$ cat config.mk
export PLATFORM = sky130hd
export DESIGN_NAME = asn1_der_tlv_stream_parser_core
export DESIGN_NICKNAME = d
export VERILOG_FILES = /design/src/asn1p_pkg.sv /design/src/asn1_der_tlv_stream_parser_core.sv /design/src/asn1p_level_cell.sv
export VERILOG_INCLUDE_DIRS = /design/src /design/src/src
export SDC_FILE = /design/constraint.sdc
export NUM_CORES = 1
export LEC_CHECK = 0
export ABC_AREA = 1
export BUFFER_PORTS_ARGS = -buffer_cell sky130_fd_sc_hd__buf_2
export CAP_MARGIN = 20
export CORE_MARGIN = 2
export CORE_UTILIZATION = 46
export DETAILED_ROUTE_END_ITERATION = 8
export MAX_ROUTING_LAYER = met4
export SETUP_SLACK_MARGIN = 0.1
export SYNTH_ARGS = -nofsm -noshare
export SYNTH_HDL_FRONTEND = slang
export SYNTH_SLANG_ARGS = --single-unit
$ cat constraint.sdc
create_clock -name clk -period 9.2 [get_ports clk]
set_input_delay 1.84 -clock clk [delete_from_list [all_inputs] [get_ports clk]]
set_output_delay 1.84 -clock clk [all_outputs]
set_load 0.01 [all_outputs]
$ cat src/assert_macros.svh
// ----------------------------------------------------------------------------
// assert_macros
// assertion macros used by the parser core
// ----------------------------------------------------------------------------
`ifndef ASSERT_MACROS_SVH
`define ASSERT_MACROS_SVH

// property must hold at every clock edge outside reset
`define ASSERT_ALWAYS(label, clk, rst_n, prop, msg) \
    label: assert property (@(posedge clk) disable iff (!rst_n) (prop)) else $error(msg);

// antecedent implies consequent in the next cycle
`define ASSERT_NEXT(label, clk, rst_n, ante, cons, msg) \
    label: assert property (@(posedge clk) disable iff (!rst_n) (ante) |=> (cons)) \
        else $error(msg);

`endif

$ cat src/asn1p_pkg.sv
// ----------------------------------------------------------------------------
// asn1p_pkg
// shared types and constants of the tlv stream parser
// ----------------------------------------------------------------------------
`timescale 1ns / 1ps

package asn1p_pkg;

    localparam logic [1:0] KIND_HEADER  = 2'd0;
    localparam logic [1:0] KIND_CONTENT = 2'd1;
    localparam logic [1:0] KIND_ERROR   = 2'd2;

    localparam logic [1:0] ERR_NONE  = 2'd0;
    localparam logic [1:0] ERR_DEPTH = 2'd1;
    localparam logic [1:0] ERR_LEN   = 2'd2;
    localparam logic [1:0] ERR_TAG   = 2'd3;

    localparam logic [2:0] PH_ID   = 3'd0;
    localparam logic [2:0] PH_TAG  = 3'd1;
    localparam logic [2:0] PH_LEN0 = 3'd2;
    localparam logic [2:0] PH_LENX = 3'd3;
    localparam logic [2:0] PH_BODY = 3'd4;

    // control from the parser to each stack cell
    typedef struct packed {
        logic        clear;
        logic [31:0] pos;
        logic [31:0] push_end;
        logic        push_indef;
    } asn1p_cell_ctl_t;

endpackage

$ cat src/asn1_der_tlv_stream_parser_core.sv
// ----------------------------------------------------------------------------
// asn1_der_tlv_stream_parser_core
// asn.1 ber/der tlv stream parser, one byte per beat
// ----------------------------------------------------------------------------
// Takes one stream byte per beat and emits at most one record per byte: a
// header record once identifier and length are decoded, a content record per
// byte of a primitive item, or an error record. Nesting levels sit in a row of
// MAX_DEPTH level cells; every cell compares its end position against the
// stream position in parallel, and a priority cascade from the top of the
// stack finds how many levels close, so each byte is finished as it is taken.
// A new beat is taken every cycle unless a full output register is stalled;
// the result goes into a single output register which is refilled in the
// same cycle it is drained. No clearing pass after reset is needed.
`timescale 1ns / 1ps

`include "assert_macros.svh"

module asn1_der_tlv_stream_parser_core
#(
    parameter int MAX_DEPTH    = 8,
    parameter int LENGTH_BYTES = 4
)
(
    input  logic        clk,
    input  logic        rst_n,
    // configuration: octet_string_nested
    input  logic        cfg_we,
    input  logic        cfg_wdata,
    // input stream
    input  logic        s_axis_tvalid,
    output logic        s_axis_tready,
    input  logic [7:0]  s_axis_tdata,   // data_byte
    input  logic        s_axis_tuser,   // start_of_stream
    // output stream
    output logic        m_axis_tvalid,
    input  logic        m_axis_tready,
    // tdata from bit 0: item_class[1:0], tag_number[22:2], is_constructed[23],
    // content_length[55:24], is_indefinite[56], nest_depth[60:57],
    // content_value[68:61], levels_closed[72:69], error_code[74:73], pad
    output logic [79:0] m_axis_tdata,
    output logic [1:0]  m_axis_tuser    // record_kind
);

    localparam int DW = $clog2(MAX_DEPTH + 1);
    localparam int LW = $clog2(LENGTH_BYTES + 1);
    localparam int IW = (MAX_DEPTH > 1) ? $clog2(MAX_DEPTH) : 1;

    // config register
    logic osn_reg;
    always_ff @(posedge clk or negedge rst_n)
    begin
        if (!rst_n)
            osn_reg <= 1'b1;
        else if (cfg_we)
            osn_reg <= cfg_wdata;
    end

    // parse state
    logic [2:0]    phase_reg, phase_next;
    logic [20:0]   tag_reg, tag_next;
    logic [1:0]    cls_reg, cls_next;
    logic          cons_reg, cons_next;
    logic [31:0]   len_reg, len_next;
    logic [LW-1:0] lleft_reg, lleft_next;
    logic [31:0]   pleft_reg, pleft_next;
    logic [31:0]   pos_reg, pos_next;
    logic [DW-1:0] open_reg, open_next;

    // output register
    logic        ovalid_reg;
    logic [79:0] odata_reg, odata_next;
    logic [1:0]  okind_reg, okind_next;
    logic        emit;

    logic accept;
    assign s_axis_tready = !ovalid_reg || m_axis_tready;
    assign accept        = s_axis_tvalid && s_axis_tready;

    // level cells
    asn1p_pkg::asn1p_cell_ctl_t ctl;
    logic [MAX_DEPTH-1:0] c_indef, c_reached, c_push;
    logic                 push;

    genvar g;
    generate
        for (g = 0; g < MAX_DEPTH; g++)
        begin : g_cell
            assign c_push[g] = accept && push && (open_reg == DW'(g)) && !ctl.clear;
            asn1p_level_cell u_cell
            (
                .clk       (clk),
                .ctl       (ctl),
                .push_here (c_push[g]),
                .indef     (c_indef[g]),
                .reached   (c_reached[g])
            );
        end
    endgenerate

    // effective state after optional start-of-stream clear
    logic [2:0]    ph;
    logic [20:0]   tg;
    logic [1:0]    cl;
    logic          cn;
    logic [31:0]   ln;
    logic [LW-1:0] lb;
    logic [31:0]   pb;
    logic [DW-1:0] op;
    logic [7:0]    b;

    // cascade of definite levels that are reached, from a given top
    function automatic logic [DW-1:0] cascade(input logic [DW-1:0] top,
                                              input logic [MAX_DEPTH-1:0] ind,
                                              input logic [MAX_DEPTH-1:0] rch);
        logic [DW-1:0] n;
        logic          go;
        n  = '0;
        go = 1'b1;
        for (int i = MAX_DEPTH - 1; i >= 0; i--)
        begin
            if (DW'(i) < top)
            begin
                if (go && !ind[i] && rch[i])
                    n = n + 1'b1;
                else
                    go = 1'b0;
            end
        end
        return n;
    endfunction

    logic [31:0]   hdr_len;
    logic          hdr_indef;
    logic [DW-1:0] closed;
    logic [1:0]    kind;
    logic [1:0]    err;
    logic          fail;
    logic          do_hdr;
    logic          nests;
    logic          eoc;
    logic [DW-1:0] top_after;
    logic [31:0]   rec_len;
    logic          rec_indef;
    logic          rec_cons;

    always_comb
    begin
        b  = s_axis_tdata;
        ph = s_axis_tuser ? asn1p_pkg::PH_ID : phase_reg;
        tg = s_axis_tuser ? '0 : tag_reg;
        cl = s_axis_tuser ? '0 : cls_reg;
        cn = s_axis_tuser ? 1'b0 : cons_reg;
        ln = s_axis_tuser ? '0 : len_reg;
        lb = s_axis_tuser ? '0 : lleft_reg;
        pb = s_axis_tuser ? '0 : pleft_reg;
        op = s_axis_tuser ? '0 : open_reg;

        pos_next   = (s_axis_tuser ? 32'd0 : pos_reg) + 32'd1;
        phase_next = ph;
        tag_next   = tg;
        cls_next   = cl;
        cons_next  = cn;
        len_next   = ln;
        lleft_next = lb;
        pleft_next = pb;
        open_next  = op;

        ctl.clear      = s_axis_tuser;
        ctl.pos        = pos_next;
        ctl.push_end   = '0;
        ctl.push_indef = 1'b0;
        push           = 1'b0;

        emit      = 1'b0;
        kind      = asn1p_pkg::KIND_HEADER;
        err       = asn1p_pkg::ERR_NONE;
        fail      = 1'b0;
        do_hdr    = 1'b0;
        hdr_len   = ln;
        hdr_indef = 1'b0;
        closed    = '0;
        rec_len   = ln;
        rec_indef = 1'b0;
        rec_cons  = cn;
        nests     = 1'b0;
        eoc       = 1'b0;
        top_after = op;

        case (ph)
            asn1p_pkg::PH_ID:
            begin
                cls_next  = b[7:6];
                cons_next = b[5];
                len_next  = '0;
                if (b[4:0] == 5'h1F)
                begin
                    tag_next   = '0;
                    phase_next = asn1p_pkg::PH_TAG;
                end
                else
                begin
                    tag_next   = {16'd0, b[4:0]};
                    phase_next = asn1p_pkg::PH_LEN0;
                end
            end
            asn1p_pkg::PH_TAG:
            begin
                if (tg[20:14] != '0)
                begin
                    fail = 1'b1;
                    err  = asn1p_pkg::ERR_TAG;
                end
                else
                begin
                    tag_next = {tg[13:0], b[6:0]};
                    if (!b[7])
                        phase_next = asn1p_pkg::PH_LEN0;
                end
            end
            asn1p_pkg::PH_LEN0:
            begin
                if (b[7])
                begin
                    if (b[6:0] == '0)
                    begin
                        do_hdr    = 1'b1;
                        hdr_indef = 1'b1;
                        hdr_len   = '0;
                    end
                    else if (32'(b[6:0]) > 32'(LENGTH_BYTES))
                    begin
                        fail = 1'b1;
                        err  = asn1p_pkg::ERR_LEN;
                    end
                    else
                    begin
                        len_next   = '0;
                        lleft_next = LW'(b[6:0]);
                        phase_next = asn1p_pkg::PH_LENX;
                    end
                end
                else
                begin
                    len_next = {24'd0, b};
                    do_hdr   = 1'b1;
                    hdr_len  = {24'd0, b};
                end
            end
            asn1p_pkg::PH_LENX:
            begin
                if (ln[31:24] != '0)
                begin
                    fail = 1'b1;
                    err  = asn1p_pkg::ERR_LEN;
                end
                else
                begin
                    len_next = {ln[23:0], b};
                    if (lb != '0)
                        lleft_next = lb - 1'b1;
                    if (lb <= LW'(1))
                    begin
                        do_hdr  = 1'b1;
                        hdr_len = {ln[23:0], b};
                    end
                end
            end
            asn1p_pkg::PH_BODY:
            begin
                emit      = 1'b1;
                kind      = asn1p_pkg::KIND_CONTENT;
                rec_cons  = 1'b0;
                if (pb != '0)
                    pleft_next = pb - 32'd1;
                if (pb <= 32'd1)
                begin
                    phase_next = asn1p_pkg::PH_ID;
                    closed     = cascade(op, c_indef, c_reached);
                    open_next  = op - closed;
                end
            end
            default:
            begin
                phase_next = asn1p_pkg::PH_ID;
            end
        endcase

        if (do_hdr)
        begin
            nests = cn || (osn_reg && cl == 2'd0 && tg == 21'd4);
            emit      = 1'b1;
            rec_len   = hdr_len;
            rec_indef = hdr_indef;
            if (!hdr_indef && hdr_len == '0)
            begin
                eoc = (cl == 2'd0) && !cn && (tg == '0) && (op != '0)
                      && c_indef[IW'(op - 1'b1)];
                top_after  = eoc ? op - 1'b1 : op;
                closed     = DW'(eoc) + cascade(top_after, c_indef, c_reached);
                open_next  = op - closed;
                phase_next = asn1p_pkg::PH_ID;
            end
            else if (nests)
            begin
                if (op >= DW'(MAX_DEPTH))
                begin
                    fail = 1'b1;
                    err  = asn1p_pkg::ERR_DEPTH;
                end
                else
                begin
                    push           = 1'b1;
                    ctl.push_end   = pos_next + hdr_len;
                    ctl.push_indef = hdr_indef;
                    open_next      = op + 1'b1;
                    phase_next     = asn1p_pkg::PH_ID;
                end
            end
            else if (hdr_indef)
            begin
                closed     = cascade(op, c_indef, c_reached);
                open_next  = op - closed;
                phase_next = asn1p_pkg::PH_ID;
            end
            else
            begin
                pleft_next = hdr_len;
                phase_next = asn1p_pkg::PH_BODY;
            end
        end

        // error record carries held fields (the header length on a depth error) then clears the parse state
        if (fail)
        begin
            emit      = 1'b1;
            kind      = asn1p_pkg::KIND_ERROR;
            rec_len   = ln;
            rec_indef = 1'b0;
            rec_cons  = cn;
            closed    = '0;
            push      = 1'b0;
            if (err == asn1p_pkg::ERR_DEPTH)
            begin
                rec_indef = hdr_indef;
                rec_len   = hdr_indef ? 32'd0 : hdr_len;
            end
            phase_next = asn1p_pkg::PH_ID;
            tag_next   = '0;
            cls_next   = '0;
            cons_next  = 1'b0;
            len_next   = '0;
            lleft_next = '0;
            pleft_next = '0;
            pos_next   = '0;
            open_next  = '0;
        end

        okind_next = kind;
        odata_next = '0;
        odata_next[1:0]   = cl;
        odata_next[22:2]  = tg;
        odata_next[23]    = rec_cons;
        odata_next[55:24] = rec_len;
        odata_next[56]    = rec_indef;
        odata_next[60:57] = 4'(op);
        odata_next[68:61] = (kind == asn1p_pkg::KIND_HEADER) ? 8'd0 : b;
        odata_next[72:69] = 4'(closed);
        odata_next[74:73] = err;
    end

    always_ff @(posedge clk or negedge rst_n)
    begin
        if (!rst_n)
        begin
            phase_reg  <= asn1p_pkg::PH_ID;
            tag_reg    <= '0;
            cls_reg    <= '0;
            cons_reg   <= 1'b0;
            len_reg    <= '0;
            lleft_reg  <= '0;
            pleft_reg  <= '0;
            pos_reg    <= '0;
            open_reg   <= '0;
            ovalid_reg <= 1'b0;
        end
        else
        begin
            if (accept)
            begin
                phase_reg <= phase_next;
                tag_reg   <= tag_next;
                cls_reg   <= cls_next;
                cons_reg  <= cons_next;
                len_reg   <= len_next;
                lleft_reg <= lleft_next;
                pleft_reg <= pleft_next;
                pos_reg   <= pos_next;
                open_reg  <= open_next;
            end
            if (accept)
                ovalid_reg <= emit;
            else if (m_axis_tready)
                ovalid_reg <= 1'b0;
        end
    end

    always_ff @(posedge clk)
    begin
        if (accept && emit)
        begin
            odata_reg <= odata_next;
            okind_reg <= okind_next;
        end
    end

    assign m_axis_tvalid = ovalid_reg;
    assign m_axis_tdata  = odata_reg;
    assign m_axis_tuser  = okind_reg;

    // stack never holds more than MAX_DEPTH levels
    `ASSERT_ALWAYS(a_open_bound, clk, rst_n, open_reg <= DW'(MAX_DEPTH),
        "open level count beyond stack depth")
    // an error record leaves the parse state cleared
    `ASSERT_NEXT(a_err_clear, clk, rst_n, accept && fail,
        open_reg == '0 && phase_reg == asn1p_pkg::PH_ID, "error did not clear state")
    // a stalled output holds its record
    `ASSERT_NEXT(a_out_hold, clk, rst_n, m_axis_tvalid && !m_axis_tready,
        m_axis_tvalid && $stable(m_axis_tdata), "stalled record changed")

endmodule

$ cat src/asn1p_level_cell.sv
// ----------------------------------------------------------------------------
// asn1p_level_cell
// one nesting level: end position, indefinite flag and its close tests
// ----------------------------------------------------------------------------
`timescale 1ns / 1ps

module asn1p_level_cell
(
    input  logic                      clk,
    input  asn1p_pkg::asn1p_cell_ctl_t ctl,
    input  logic                      push_here,
    output logic                      indef,
    output logic                      reached
);

    logic [31:0] end_reg;
    logic        indef_reg;

    // payload only, no reset needed for contents
    always_ff @(posedge clk)
    begin
        if (push_here)
        begin
            end_reg   <= ctl.push_end;
            indef_reg <= ctl.push_indef;
        end
    end

    assign indef   = indef_reg;
    // unsigned compare against the post-increment position
    assign reached = (ctl.pos >= end_reg);

endmodule
==> Word level (Yosys, flattened, before mapping) <==
Index checks and enable logic that the tools add are counted.
{ "totals": {"out_inout_bits": 84, "ff_bits": 473, "latch_bits": 0, "memories": 0, "mem_bits_rw": 0, "wordCells": 531, "romBits": 0, "inputBits": 15} }
{ "classes": {"reduce_logical": 96, "shifts": 0, "mul": 0, "n_lt_le_gt_ge": 29, "n_addsub": 31, "bitwise_logic": 0, "muxes": 330, "div_mod_pow": 0, "eq_ne": 14} }
{ "ops": {"columns": ["operator", "n"], "rows": [
  ["two-way mux 32 bit", 24],
  ["two-way mux 4 bit", 122],
  [">= comparator 32 bit", 8],
  ["two-way mux 1 bit", 133],
  ["two-way mux 33 bit", 4],
  ["one-hot mux 32 bit (3 select lines)", 1],
  ["adder 4 x 1 -> 4 bit, second input constant", 22],
  ["logical AND 1 bit", 69],
  ["one-hot mux 32 bit (2 select lines)", 1],
  ["two-way mux 21 bit", 3],
  ["two-way mux 3 bit", 20],
  ["one-hot mux 21 bit (2 select lines)", 1],
  ["adder 32 x 1 -> 32 bit, second input constant", 1],
  ["adder 32 bit", 1],
  ["<= comparator 32 x 1 -> 1 bit, second input constant", 1],
  ["zero test 32 bit", 1],
  ["< comparator 3 x 4 -> 1 bit, first input constant", 8],
  ["nonzero test 32 bit", 1],
  ["subtractor 32 x 1 -> 32 bit, second input constant", 1],
  ["two-way mux 2 bit", 14],
  ["equality test 21 x 3 -> 1 bit, second input constant", 1],
  ["zero test 21 bit", 1],
  ["equality test 4 x 3 -> 1 bit, second input constant", 4],
  ["< comparator 1 x 4 -> 1 bit, first input constant", 4],
  ["34 further kinds", 54]
]} }

==> Logic depth before layout (Yosys ltp) <==
Gate-level depths: netlist (run 1).
{ "logic_depth": {"word_depth": 72, "ltp_mapped": 72, "depth_no_buf": 67} }

==> Hierarchy <==
A second synthesis (run 1) with hierarchy kept.
{ "hier_totals": {"cells_unflattened": 3642, "area_unflattened_um2": 31001.0} }
{ "by_module_without_submodules": {"columns": ["mod", "seq_area_each_um2", "cells_per_inst", "area_per_inst_um2", "n_inst"], "rows": [
  ["asn1_der_tlv_stream_parser_core", 5616.6, 2266, 16236.8, 1],
  ["asn1p_level_cell", 991.0, 172, 1845.5, 8]
]} }

==> Worst setup path after synthesis (run 1) <==
Ideal clock, no wire load.
{ "synth_path": {"path_kind": "input-to-reg", "from": "in s_axis_tuser", "to": "reg open_reg[3]", "setup_ns": 0.117, "required_ns": 9.083, "path_buffers": 9, "stages": 69, "arrival_time_ns": 11.775, "setup_slack_ns": -2.693, "cell_sequence": "buf_6 buf_6 buf_6 buf_6 buf_2 buf_1 clkbuf_1 buf_1 clkbuf_1 nor2_1 ha_1 nand4_1 nor2_1 nand3_1 inv_1 nand3_1 nor3_1 nand4_1 [33 not listed] nand2_1 nand2_1 ha_1 or2_0 nand2_1 inv_2 ha_1 xor2_1 ha_1 a21oi_1 o21ai_0 xor2_1 inv_1 nand3_1 nand2_1 nand2_1 nand3_1 nand2_1"} }
{ "synth_via": {"elab_chain_len": 72, "word_cells_on_any_way": 359, "classes_between": "add/sub (28); order compare (27); eq/ne (5); mux (240); reduce/logical (59)"} }
{ "synth_lines": {"columns": ["element", "line_no", "rtl"], "rows": [
  ["from (decl)", "asn1_der_tlv_stream_parser_core.sv:33", "input logic s_axis_tuser,"],
  ["parallel branches: the longest is 71 deep, another holds adder 32 x 1 -> 32 bit", null, null],
  ["two-way mux 4 bit *", "asn1_der_tlv_stream_parser_core.sv:333", "if (fail)"],
  ["to (signal assigned)", "asn1_der_tlv_stream_parser_core.sv:398", "open_reg <= open_next;"],
  ["to (decl)", "asn1_der_tlv_stream_parser_core.sv:67", "logic [DW-1:0] open_reg, open_next;"]
]} }
Every way passes the cells marked *. The select of a mux whose other input is x is not followed.
A chain may end at the register's enable or synchronous reset.

==> Worst setup path after layout (run 1) <==
{ "layout_path": {"from": "in s_axis_tuser", "to": "reg odata_reg[72], in the netlist m_axis_tdata[72], data pin"} }
{ "layout_via": {"elab_chain_len": 70, "word_cells_on_any_way": 353, "classes_between": "add/sub (24); order compare (27); eq/ne (5); mux (238); reduce/logical (59)"} }
{ "layout_lines": {"columns": ["element", "line_no", "rtl"], "rows": [
  ["parallel branches: the longest is 70 deep, another holds adder 32 x 1 -> 32 bit", null, null],
  ["to (signal assigned)", "asn1_der_tlv_stream_parser_core.sv:411", "odata_reg <= odata_next;"],
  ["to (decl)", "asn1_der_tlv_stream_parser_core.sv:71", "logic [79:0] odata_reg, odata_next;"]
]} }
Parallel ways; which one is timed is not known. The select of a mux whose other input is x is not followed.

==> reports/results.txt, run 1 <==
The flip-flop count of the largest register after layout was 256. The tools report the count of standard-cell rows as 94. Top cell type by total area after synthesis: edfxtp_1. The number of vias per cell was 5.28. Between clock sinks in the finished design, the worst skew comes to 0.0447 ns.

For the worst setup path, the data arrival time is 9.90 ns. TritonCTS built the clock tree. The count of flip-flops with a built-in enable after synthesis came out at 341.

For the remaining max-slew budget at the tightest pin, the log shows 26.6%. The worst register-to-register path has a setup slack of 0.70 ns. For the worst setup path, the data required time is 9.58 ns.

Part of the Yosys area used for sequential elements: 44.1%. Measured against the total synthesized area, the mux share comes to 0.0693%. The complex-gate fraction of the synthesized area was 13.4%; the mean cell area of the mapped netlist was 8.61 µm². The start-to-end type of the worst setup path is input pin to flip-flop.

After the first detailed-routing iteration, the DRC count stood at 2151. The non-filler instance count after layout is 4879. Setup repair after global routing could not meet its margin everywhere. The maximum net fanout on the critical path is 4. Critical path's slowest cell: ha_4.

The die is 262 µm wide. The synthesized design contains 473 register bits. The tightest min-delay check is of the flip-flop to flip-flop type. The run gives 24400 as the number of global-route vias before repair. For the number of pins exceeding their max-slew limit in the final report, the log shows 0. The tools report the core footprint as 65900 µm². The flow ran to the end, but the final reports show violations.

The final estimated routing congestion in global placement was 0.914. The run gives 4 as the number of setup violations in the final report. The clock-pin slew on the worst setup and hold paths was 0.06 ns; the combined area of all synthesized cells was 30700 µm². In this design, the critical path's most frequently occurring cell is buf_6.

The slew at the pin with the worst max-slew slack came out at 1.10 ns. After synthesis, the cell types taking the most area are edfxtp_1, ha_1, dfrtp_1. By area, the combinational part of the netlist is dominated by simple AND/OR/NAND/NOR gates. The post-synthesis async set-or-reset flop share was 27.9%; the number of hold violations in the final report was 0. The tools report the count of antenna-violating nets left after detailed routing as 0.

The half-perimeter wire length after placement is 63.7 mm. The remaining global-route overflow was 0. For this design, the CTS-stage hold fixing added 0 buffers.

The final reports fail on setup timing. Layout cell share with drive strength beyond 1: 17.9%. The count of buffers inserted at the top-level ports came out at 93. The number of antenna violations at the first check in global routing was 1. CTS H-tree depth: 2. At the later pin of the worst-skew pair, clock insertion delay measures 0.65 ns. The utilization after layout was 56.0%. OpenSTA, run right after detailed placement, puts the worst setup slack at -1.35 ns. In the synthesized netlist, the number of instances is 3566. The static leakage power was 17.5 nW; the maximum count of clock buffers along a single path was 3. The root buffer cell was clkbuf_16.

The completed layout was analyzed and its total power is 6.52 mW. For this run, the total global-route usage over all layers was measured as 25.7%. The total of max-cap violations came out at 0.

For this run, the number of Yosys warnings is 0. In this run, CTS created clock tree buffers numbering 55. Wires add up to 87.5 mm. The synthesized design devotes to its leading area cell type 33.4% of total area.

The tree built by TritonCTS fans out to 473 sinks. The overall die height is 262 µm, and the area added between synthesis and finish is 20.2%. The minimum setup slack in the final design came out at -0.326 ns. After the last flow step, the layout net total stands at 4303. The post-route DRC violation count was 0; the clock period minus final worst setup slack was 9.53 ns. The die covers 68800 µm².

On the critical path the largest part of the delay comes from simple AND/OR/NAND/NOR gates. Derived from the worst setup path, the maximum achievable clock frequency is 0.105 GHz. The wire length of the first global-routing pass was 137 mm. The most used flip-flop cell after synthesis is edfxtp_1. Summed over all failing endpoints, the final setup total negative slack is -0.940 ns.

The simple-gate share of the synthesized area came out at 17.2%. Effective utilization at floorplan: 46.6%. Pin count of the biggest net entering global routing: 82. The portion of the clock cycle consumed by the worst path in the final layout is 104%, and the placed instance count is 4714.

The power per standard cell area was 177 nW/µm². The biggest cell delay along the critical path is 0.28 ns. Summing the areas of all xor and xnor instances in the mapped netlist gives 2.25% of the synthesized area. Worst path buffer plus inverter count: 27. IR analysis of the VDD net gives a maximum drop of 0.000157 V. The arithmetic-cell share of the synthesized area counting full adders, half adders and majority gates was 13.2%; the first-pass iteration count of the detailed router was 6. The routed layout has 25800 vias. The worst setup path is captured at a flip-flop. After synthesis, the netlist uses 65 different library cells.

The I/O pin count was 99; the detailed-route wire length per cell was 17.9 µm. The type of origin of the critical path is an input pin.
## report_power, final
| group | total (mW) | switching, mW | internal (mW) |
|---|---|---|---|
| registers | 2.54 | 0.0672 | 2.47 |
| clock network | 2.20 | 0.943 | 1.25 |
| logic | 1.78 | 1.22 | 0.559 |
## synth_stat cells, types with 13 or more instances
master    number
o21a_1        15
xnor2_1       22
dfrtp_1      131
inv_2         13
inv_1        665
o21ai_0      280
ha_1         318
xor2_1        57
buf_2         20
clkbuf_1      44
o22ai_2       24
edfxtp_1     341
nand2_2       21
nor2_1       327
nand2_1      568
nor4_1        22
nor3_1        48
nand3_1      138
nand4_1       38
o22ai_1       92
a21oi_1      213
## per-layer routing
| metal | track usage (%) | up-vias | share of wire (%) |
|---|---|---|---|
| met3 | 2.71 | 110 | 5.7 |
| met1 | 35.8 | 12200 | 46 |
| met5 | - | - | 0 |
| met4 | 5.57 | 0 | 1.9 |
| li1 | - | 12800 | - |
| met2 | 40.8 | 714 | 47 |
## layout by cell type (no fill, tap or decap), types with 7 or more instances in the layout
cell and n:
clkinv_1 12, nor3_1 40, a21oi_1 206, ha_4 17
buf_2 92, o21ai_1 13, buf_4 309, a21oi_2 8
dfrtp_1 131, nand3_1 130, nand2_4 14, nor2_4 11
clkbuf_16 55, clkinv_2 9, inv_1 653, nor2_2 18
a221oi_1 7, nor4_1 19, inv_2 22, xor2_1 51
nand2_2 45, ha_1 301, nand2_1 535, nand4_1 38
o22ai_2 25, a22oi_1 12, nor2_1 315, a211oi_1 9
nor3_2 9, o21a_1 15, edfxtp_1 341, buf_6 19
xnor2_1 21, nand3_2 17, o22ai_1 91, clkbuf_1 15
o211ai_1 12, o21ai_0 273
## cells by family (layout without fill, tap and decap cells)
kind of cell               count (synthesis)  in the layout
adders and majority gates                321            321
DFF                                      473            473
other                                      1              6
xor gates and xnor gates                  79             79
and+or+nand+nor                         1215           1215
muxes                                      2              2
buffers and inverters                    764           1208
AOI/OAI and AO/OA                        711            711
## timing repair
action | 4_1_cts | 5_1_grt
setup endpoints to repair | 6 | 43
gates resized for setup | 62 | 72
pin swaps | 39 | 74
buffers inserted | 50 | 15
## final timing paths
check | from | end | depth (start not counted)
hold / removal | tag_reg[11]$_DFFE_PN0P_ | tag_reg[11]$_DFFE_PN0P_ | 2
max in group asynchronous | rst_n | len_reg[16]$_DFFE_PN0P_ | 3
setup reg to reg | pos_reg[2]$_DFFE_PN0P_ | m_axis_tdata[72]$_SDFFCE_PN0P_ | 66
setup / recovery | s_axis_tuser | m_axis_tdata[72]$_SDFFCE_PN0P_ | 69
hold reg to reg | tag_reg[11]$_DFFE_PN0P_ | tag_reg[11]$_DFFE_PN0P_ | 2
min in group asynchronous | rst_n | open_reg[3]$_DFFE_PN0P_ | 1
## tightest hold or removal path: stages (launching register included)
cell	delay, ns
dfrtp_1	0.34
nand2_1	0.06
o31ai_1	0.05
## per-stage QoR
stage          area [µm²]  hold WS [ns]
5_1_grt             36900         0.506
2_1_floorplan       30900         0.452
6_report            36900         0.481
4_1_cts             36400         0.484
3_3_place_gp        34000         0.465
3_5_place_dp        34000         0.468
## area by class of cell
type	count	area [µm²]
well taps	864	1080
diodes	1	2.50
repair buffers	425	3080
fillers	6039	29000
flip-flops and latches	473	13500
clock inverters	30	303
multi-input cells	2333	14800
inverters	679	2560
clock buffers	74	1490
Power figures use the tool's default switching activity.
==> run 2, diff against run 1 <==
GPL_TIMING_DRIVEN = 0   (was default)
==> reports/results.txt, run 2 (synthesis gave the netlist of run 1 again) <==
Number of antenna violations at the first check in global routing: 2 (+1). The run finished, with violations left. The tools report the peak ir drop on the vdd network as 0.000177 V (+13%). The clock-pin slew on the worst setup and hold paths was 0.06 ns (about the same); the slack of the worst reg-to-reg path was 0.09 ns (-0.61 ns). The logs give 0 (-1) for the antenna diode count and -4.47 ns (-3.12 ns) for the worst setup slack after placement. The flip-flop count of the largest register after layout works out to 256 (unchanged).

Number of nets in the finished design: 4189 (-2.6%). For the effective utilization at floorplan, the log shows 46.6% (unchanged). Area added between synthesis and finish: 18.9%.

The critical path data arrival time is 11.29 ns (+1.39 ns). The power per standard cell area works out to 181 nW/µm² (+2.6%). Start of the worst register-to-register path: pos_reg[0]$_DFFE_PN0P_. Leaving out fill and tap cells, the most frequent cells in the layout are inv_1, nand2_1, edfxtp_1. Critical path's slowest cell: nor4_4.

The tools report the cell area after layout as 36500 µm² (-1.1%). Leaving out fill and tap cells, the most frequent cell in the layout is inv_1. The run gives 16.9 nW (-2.9%) as the static leakage power.

The number of pins exceeding their max-slew limit in the final report was 0 (unchanged); the number of vias per cell was 5.48 (+3.7%). The run gives 4558 (-3.3%) as the placed instance count. The tools report the instance area after placement as 32800 µm² (-3.5%). The run gives 0.66 ns (about the same) as the insertion delay to the later sink of the worst-skew pair. The tightest min-delay check is of the flip-flop to flip-flop type. The tools report the number of hold violations in the final report as 0 (unchanged). The CTS H-tree depth is 2 (unchanged).

In this run the critical register-to-register path is captured at open_reg[3]$_DFFE_PN0P_. The clock period minus final worst setup slack is 10.77 ns (+1.24 ns). The tools report the count of antenna-violating nets left after detailed routing as 0 (unchanged).

The worst hold slack after final layout was 0.486 ns (+0.00514 ns); the initial DRC count was 2418 (+12%). The half-perimeter wire length after placement was 69.0 mm (+8.2%); the first-pass iteration count of the detailed router was 6 (unchanged). The overall die height was 262 µm (unchanged). The non-filler instance count after layout was 4764 (-2.4%). The detailed-route wire length per cell is 19.9 µm (+11%), and the remaining global-route overflow is 0 (unchanged). The core footprint came out at 65900 µm² (unchanged). The cell sitting at the root of the clock tree is a clkbuf_16. The number of hold-repair buffers added at the cts stage is 0 (unchanged). Total of max-cap violations: 0 (unchanged).

Portion of the clock cycle consumed by the worst path in the final layout: 117% (+14 points). The tools report the worst-case hold path end point as tag_reg[11]$_DFFE_PN0P_. The width of the die came out at 262 µm (unchanged). The slew at the pin with the worst max-slew slack was 1.17 ns (+0.0684 ns); the CTS sink count was 473 (unchanged).

The tools report the post-route DRC violation count as 0 (unchanged). The critical path capture point type is a flip-flop. The run gives 7 (+3) as the number of setup violations in the final report.

The run gives 92 (+12%) as the pin count of the biggest net entering global routing. The overall global routing resource usage is 27.8% (+2.1 points), and the layout cell share with drive strength beyond 1 is 16.2% (-1.8 points). The biggest cell delay along the critical path came out at 0.29 ns (about the same). The logs give 94 (unchanged) for the count of standard-cell rows and 9.72 ns (+0.14 ns) for the data required time of the critical path. Setup repair after global routing could not meet its margin everywhere. The number of global-route vias before repair is 24500 (+0.16%). The hold path depth is 2 (unchanged), and the wire length of the first global-routing pass is 145 mm (+5.9%).

The final wirelength was 94.8 mm (+8.3%); the number of cells traversed by the worst register-to-register path was 61 (-7.6%). For the filler cell count, the log shows 6005 (-0.56%). The start-to-end type of the worst setup path was input pin to flip-flop. For the clock skew, the log shows 0.0439 ns (-0.000830 ns).

The checks that failed: setup timing. STA classifies the critical path startpoint as an input pin. The count of buffers inserted at the top-level ports is 93 (unchanged), and the maximum count of clock buffers along a single path is 3 (unchanged). The maximum net fanout on the critical path works out to 5 (+1).

Timing-limited maximum frequency: 0.0928 GHz (-12%). The area enclosed by the die boundary came out at 68800 µm² (unchanged). TritonCTS built the clock tree. The number of buffers created by CTS was 55 (unchanged); the total number of vias was 26100 (+1.2%). The run gives 22.2% (-4.4 points) as the remaining max-slew budget at the tightest pin. The run gives 0.963 (+5.4%) as the final estimated routing congestion in global placement. The startpoint identified for the worst hold timing path is tag_reg[11]$_DFFE_PN0P_. The tools report the I/O pin count as 99 (unchanged). The run gives -1.57 ns (-1.24 ns) as the minimum setup slack in the final design.
run 2: cell count changes in the layout (fill, tap and decap cells not counted), sizes merged:
cell / change
clkinv: +7
inv: -2
clkinvlp: +3
clkbuf: +35
diode: -1
bufinv: +1
buf: -158
run 2: what timing repair did:
action                                  4_1_cts  5_1_grt
buffers inserted                            126       18
pin swaps                                    69       77
gates resized for setup                     119      124
endpoints found under the setup margin        8        8
run 2: stage by stage:
step,util [%],power (mW),setup TNS (ns)
detailed placement,49.8,4.30,-27.75
CTS,54.9,6.57,-5.93
finish,55.4,6.61,-6.93
global route,55.4,6.92,-10.11
global placement,49.2,4.29,-409.92
floorplan,-,3.78,-7.22
run 2: cell type report:
class,instances,area [µm²],share of cell area [%]
inverters,679,2560,7.00
repair buffers,229,1700,4.65
clock inverters,39,402,1.10
well taps,864,1080,2.96
multi-input cells,2333,15300,41.8
clock buffers,65,1430,3.93
plain buffers,82,523,1.43
flip-flops and latches,473,13500,37.1
run 2: routing by layer:
| layer | GRT usage (%) | vias up | share of wire, % |
|---|---|---|---|
| li1 | - | 12600 | - |
| met1 | 39.3 | 12400 | 45 |
| met2 | 43.2 | 914 | 46 |
| met3 | 3.42 | 151 | 7.0 |
| met4 | 5.84 | 0 | 1.9 |
| met5 | - | - | 0 |
run 2: worst max path at each step:
stage / startpoint / to / cells after the start
floorplan: s_axis_tuser / open_reg[3]$_DFFE_PN0P_ / 69
global placement: s_axis_tuser / open_reg[3]$_DFFE_PN0P_ / 68
detailed placement: s_axis_tuser / open_reg[3]$_DFFE_PN0P_ / 70
CTS: s_axis_tuser / open_reg[3]$_DFFE_PN0P_ / 76
global route: s_axis_tuser / open_reg[3]$_DFFE_PN0P_ / 67
finish: s_axis_tuser / open_reg[3]$_DFFE_PN0P_ / 67
run 2: power breakdown:
group          total [mW]  switching [mW]  internal (mW)
combinational        1.85            1.29          0.563
sequential           2.53          0.0612           2.47
clock                2.23           0.965           1.27
run 2: worst max-delay path: cells and delay by family:
kind,cells,cell delay (ns)
AND/OR/NAND/NOR,36,4.52
adder cells (fa/ha/maj),11,2.53
buffers and inverters,14,1.41
XOR/XNOR,3,0.58
AO/OA/AOI/OAI,3,0.40
==> run 3, diff against run 2 <==
REMOVE_ABC_BUFFERS = 1   (was default)
==> reports/results.txt, run 3 (synthesis gave the netlist of run 1 again) <==
For the placed instance count, the log shows 4473 (-1.9%). The worst setup path is launched from an input pin. The portion of the clock cycle consumed by the worst path in the final layout was 106% (-11 points). The library cell used most frequently in the layout, excluding fill and tap cells, is inv_1. Internal power contribution: 4.25 mW (-1.1%). The slack of the worst reg-to-reg path is 0.58 ns (+0.49 ns). The biggest cell delay along the critical path is 0.29 ns (about the same).

The run gives 39.3% (+1.0 points) as the share of total power in sequential cells. The CTS H-tree depth was 2 (unchanged); the power per standard cell area was 178 nW/µm² (-1.7%). Among all stages on the critical path, the largest delay is contributed by ha_4.

The remaining global-route overflow was 0 (unchanged). The run finished, with violations left. The tools report the minimum setup slack in the final design as -0.522 ns (+1.05 ns). The run gives 11.9% (-10 points) as the remaining max-slew budget at the tightest pin. The data required time of the critical path was 9.69 ns (-0.03 ns); the final-layout setup total negative slack was -1.80 ns (+5.13 ns). The I/O pin count was 99 (unchanged); the layout cell share with drive strength beyond 1 was 15.9% (-0.20 points).

The run gives 32300 µm² (-1.5%) as the instance area after placement. The total number of vias is 25400 (-2.8%), and the area added between synthesis and finish is 18.1%. For the utilization after layout, the log shows 55.0% (-0.37 points). For the effective utilization at floorplan, the log shows 46.6% (unchanged). The overall power after layout was 6.46 mW (-2.4%); the maximum net fanout on the critical path was 5 (unchanged).

The detailed-route wire length per cell was 18.5 µm (-6.8%). The overall die height is 262 µm (unchanged), and the critical path data arrival time is 10.21 ns (-1.08 ns). Count of buffers inserted at the top-level ports: 93 (unchanged). The flip-flop count of the largest register after layout was 256 (unchanged). The clock-pin slew on the worst setup and hold paths was 0.06 ns (about the same); the worst setup slack after placement was -4.44 ns (+0.0276 ns).

Critical path capture point type: a flip-flop. The width of the die is 262 µm (unchanged). The part of the power in the clock network came out at 32.8% (-0.9 points).

For the first-pass iteration count of the detailed router, the log shows 6 (unchanged). The relative contribution of combinational cells to total power was 27.9% (about the same); the area enclosed by the die boundary was 68800 µm² (unchanged). The logs give 0 (unchanged) for the number of pins exceeding their max-slew limit in the final report and 0 (unchanged) for the number of hold-repair buffers added at the cts stage.

The number of vias per cell was 5.39 (-1.5%); the number of setup violations in the final report was 4 (-3). The number of global-route vias before repair was 23900 (-2.3%). The logs give 0.480 ns (-0.00604 ns) for the worst hold slack after final layout and 0 (unchanged) for the total of max-cap violations. The final wirelength was 87.2 mm (-8.0%); the initial DRC count was 2043 (-16%). The critical path is of the input pin to flip-flop type. The final estimated routing congestion in global placement is 0.895 (-7.0%). The root buffer cell chosen for the clock tree is clkbuf_16. The switching part of the total is 34.1% (-0.86 points). Setup repair after global routing could not meet its margin everywhere. The half-perimeter wire length after placement came out at 60.5 mm (-12%). Clock period minus final worst setup slack: 9.72 ns (-1.05 ns). The tools report the peak ir drop on the vdd network as 0.000169 V (-4.5%). The slew at the pin with the worst max-slew slack is 1.32 ns (+0.153 ns), and the non-filler instance count after layout is 4702 (-1.3%). The count of standard-cell rows was 94 (unchanged). Insertion delay to the later sink of the worst-skew pair: 0.62 ns (-0.04 ns). The cell area after layout is 36300 µm² (-0.67%), and the overall global routing resource usage is 25.5% (-2.4 points). The logs give 0.0222 ns (-0.0217 ns) for the clock skew and 1 (-1) for the number of antenna violations at the first check in global routing. The wire length of the first global-routing pass was 135 mm (-7.2%); the timing-limited maximum frequency was 0.103 GHz (+11%). Static leakage power: 16.8 nW (-1.1%). The final reports fail on setup timing.

Net switching power figure: 2.20 mW (-4.8%). Number of nets in the finished design: 4130 (-1.4%). TritonCTS built the clock tree. The pin count of the biggest net entering global routing came out at 83 (-9.8%). The cell that appears most often on the critical path is ha_4.

The number of hold violations in the final report was 0 (unchanged). The count of antenna-violating nets left after detailed routing is 0 (unchanged), and the CTS sink count is 473 (unchanged). The maximum count of clock buffers along a single path was 3 (unchanged). In the layout the commonest cells are inv_1, nand2_1, edfxtp_1. The logs give 53 (-3.6%) for the number of buffers created by CTS and 0 (unchanged) for the post-route DRC violation count. The core footprint is 65900 µm² (unchanged).

Class of the most critical hold timing path: flip-flop to flip-flop.
[run 3: final timing paths]
check | from | to | depth (start not counted)
max reg2reg | pos_reg[1]$_DFFE_PN0P_ | open_reg[3]$_DFFE_PN0P_ | 61
min in group asynchronous | rst_n | m_axis_tvalid$_DFFE_PN0P_ | 1
max in group asynchronous | rst_n | pos_reg[14]$_DFFE_PN0P_ | 2
max | s_axis_tuser | open_reg[3]$_DFFE_PN0P_ | 60
min reg2reg | tag_reg[11]$_DFFE_PN0P_ | tag_reg[11]$_DFFE_PN0P_ | 2
min | tag_reg[11]$_DFFE_PN0P_ | tag_reg[11]$_DFFE_PN0P_ | 2
[run 3: timing repair]
action / 4_1_cts / 5_1_grt
resized for setup: 145 / 110
gates cloned: 6 / 2
setup buffers: 100 / 26
endpoints found under the setup margin: 157 / 111
pin swaps: 85 / 74
[run 3: power groups by stage]
stage	sequential [mW]	clock [mW]	combinational (mW)
after floorplan	2.60	0	1.11
after global placement	2.59	0	1.61
after detailed placement	2.58	0	1.67
after CTS	2.54	2.15	1.72
after global routing	2.56	2.24	1.99
final	2.54	2.12	1.80
[run 3: final cells by class]
| cell class | instances | area, µm² |
|---|---|---|
| Antenna cell | 1 | 2.50 |
| Clock buffer | 69 | 1430 |
| Clock inverter | 29 | 272 |
| Fill cell | 5963 | 29600 |
| Inverter | 679 | 2580 |
| Multi-Input combinational cell | 2335 | 15300 |
| Sequential cell | 473 | 13500 |
| Tap cell | 864 | 1080 |
| Timing Repair Buffer | 250 | 2040 |
| Timing Repair inverter | 2 | 17.5 |
[run 3: metal layers]
layer / track usage, % / share of wire [%]
met1: 34.1 / 44
met2: 39.3 / 45
met3: 4.91 / 7.8
met4: 7.56 / 2.9
met5: - / 0
[run 3: worst max-delay path, delay by kind of cell]
kind                       cells  cell delay [ns]
xor gates and xnor gates       3             0.60
adders and majority gates     11             2.46
and+or+nand+nor               35             4.05
buffers and inverters          8             0.64
AOI/OAI and AO/OA              3             0.52
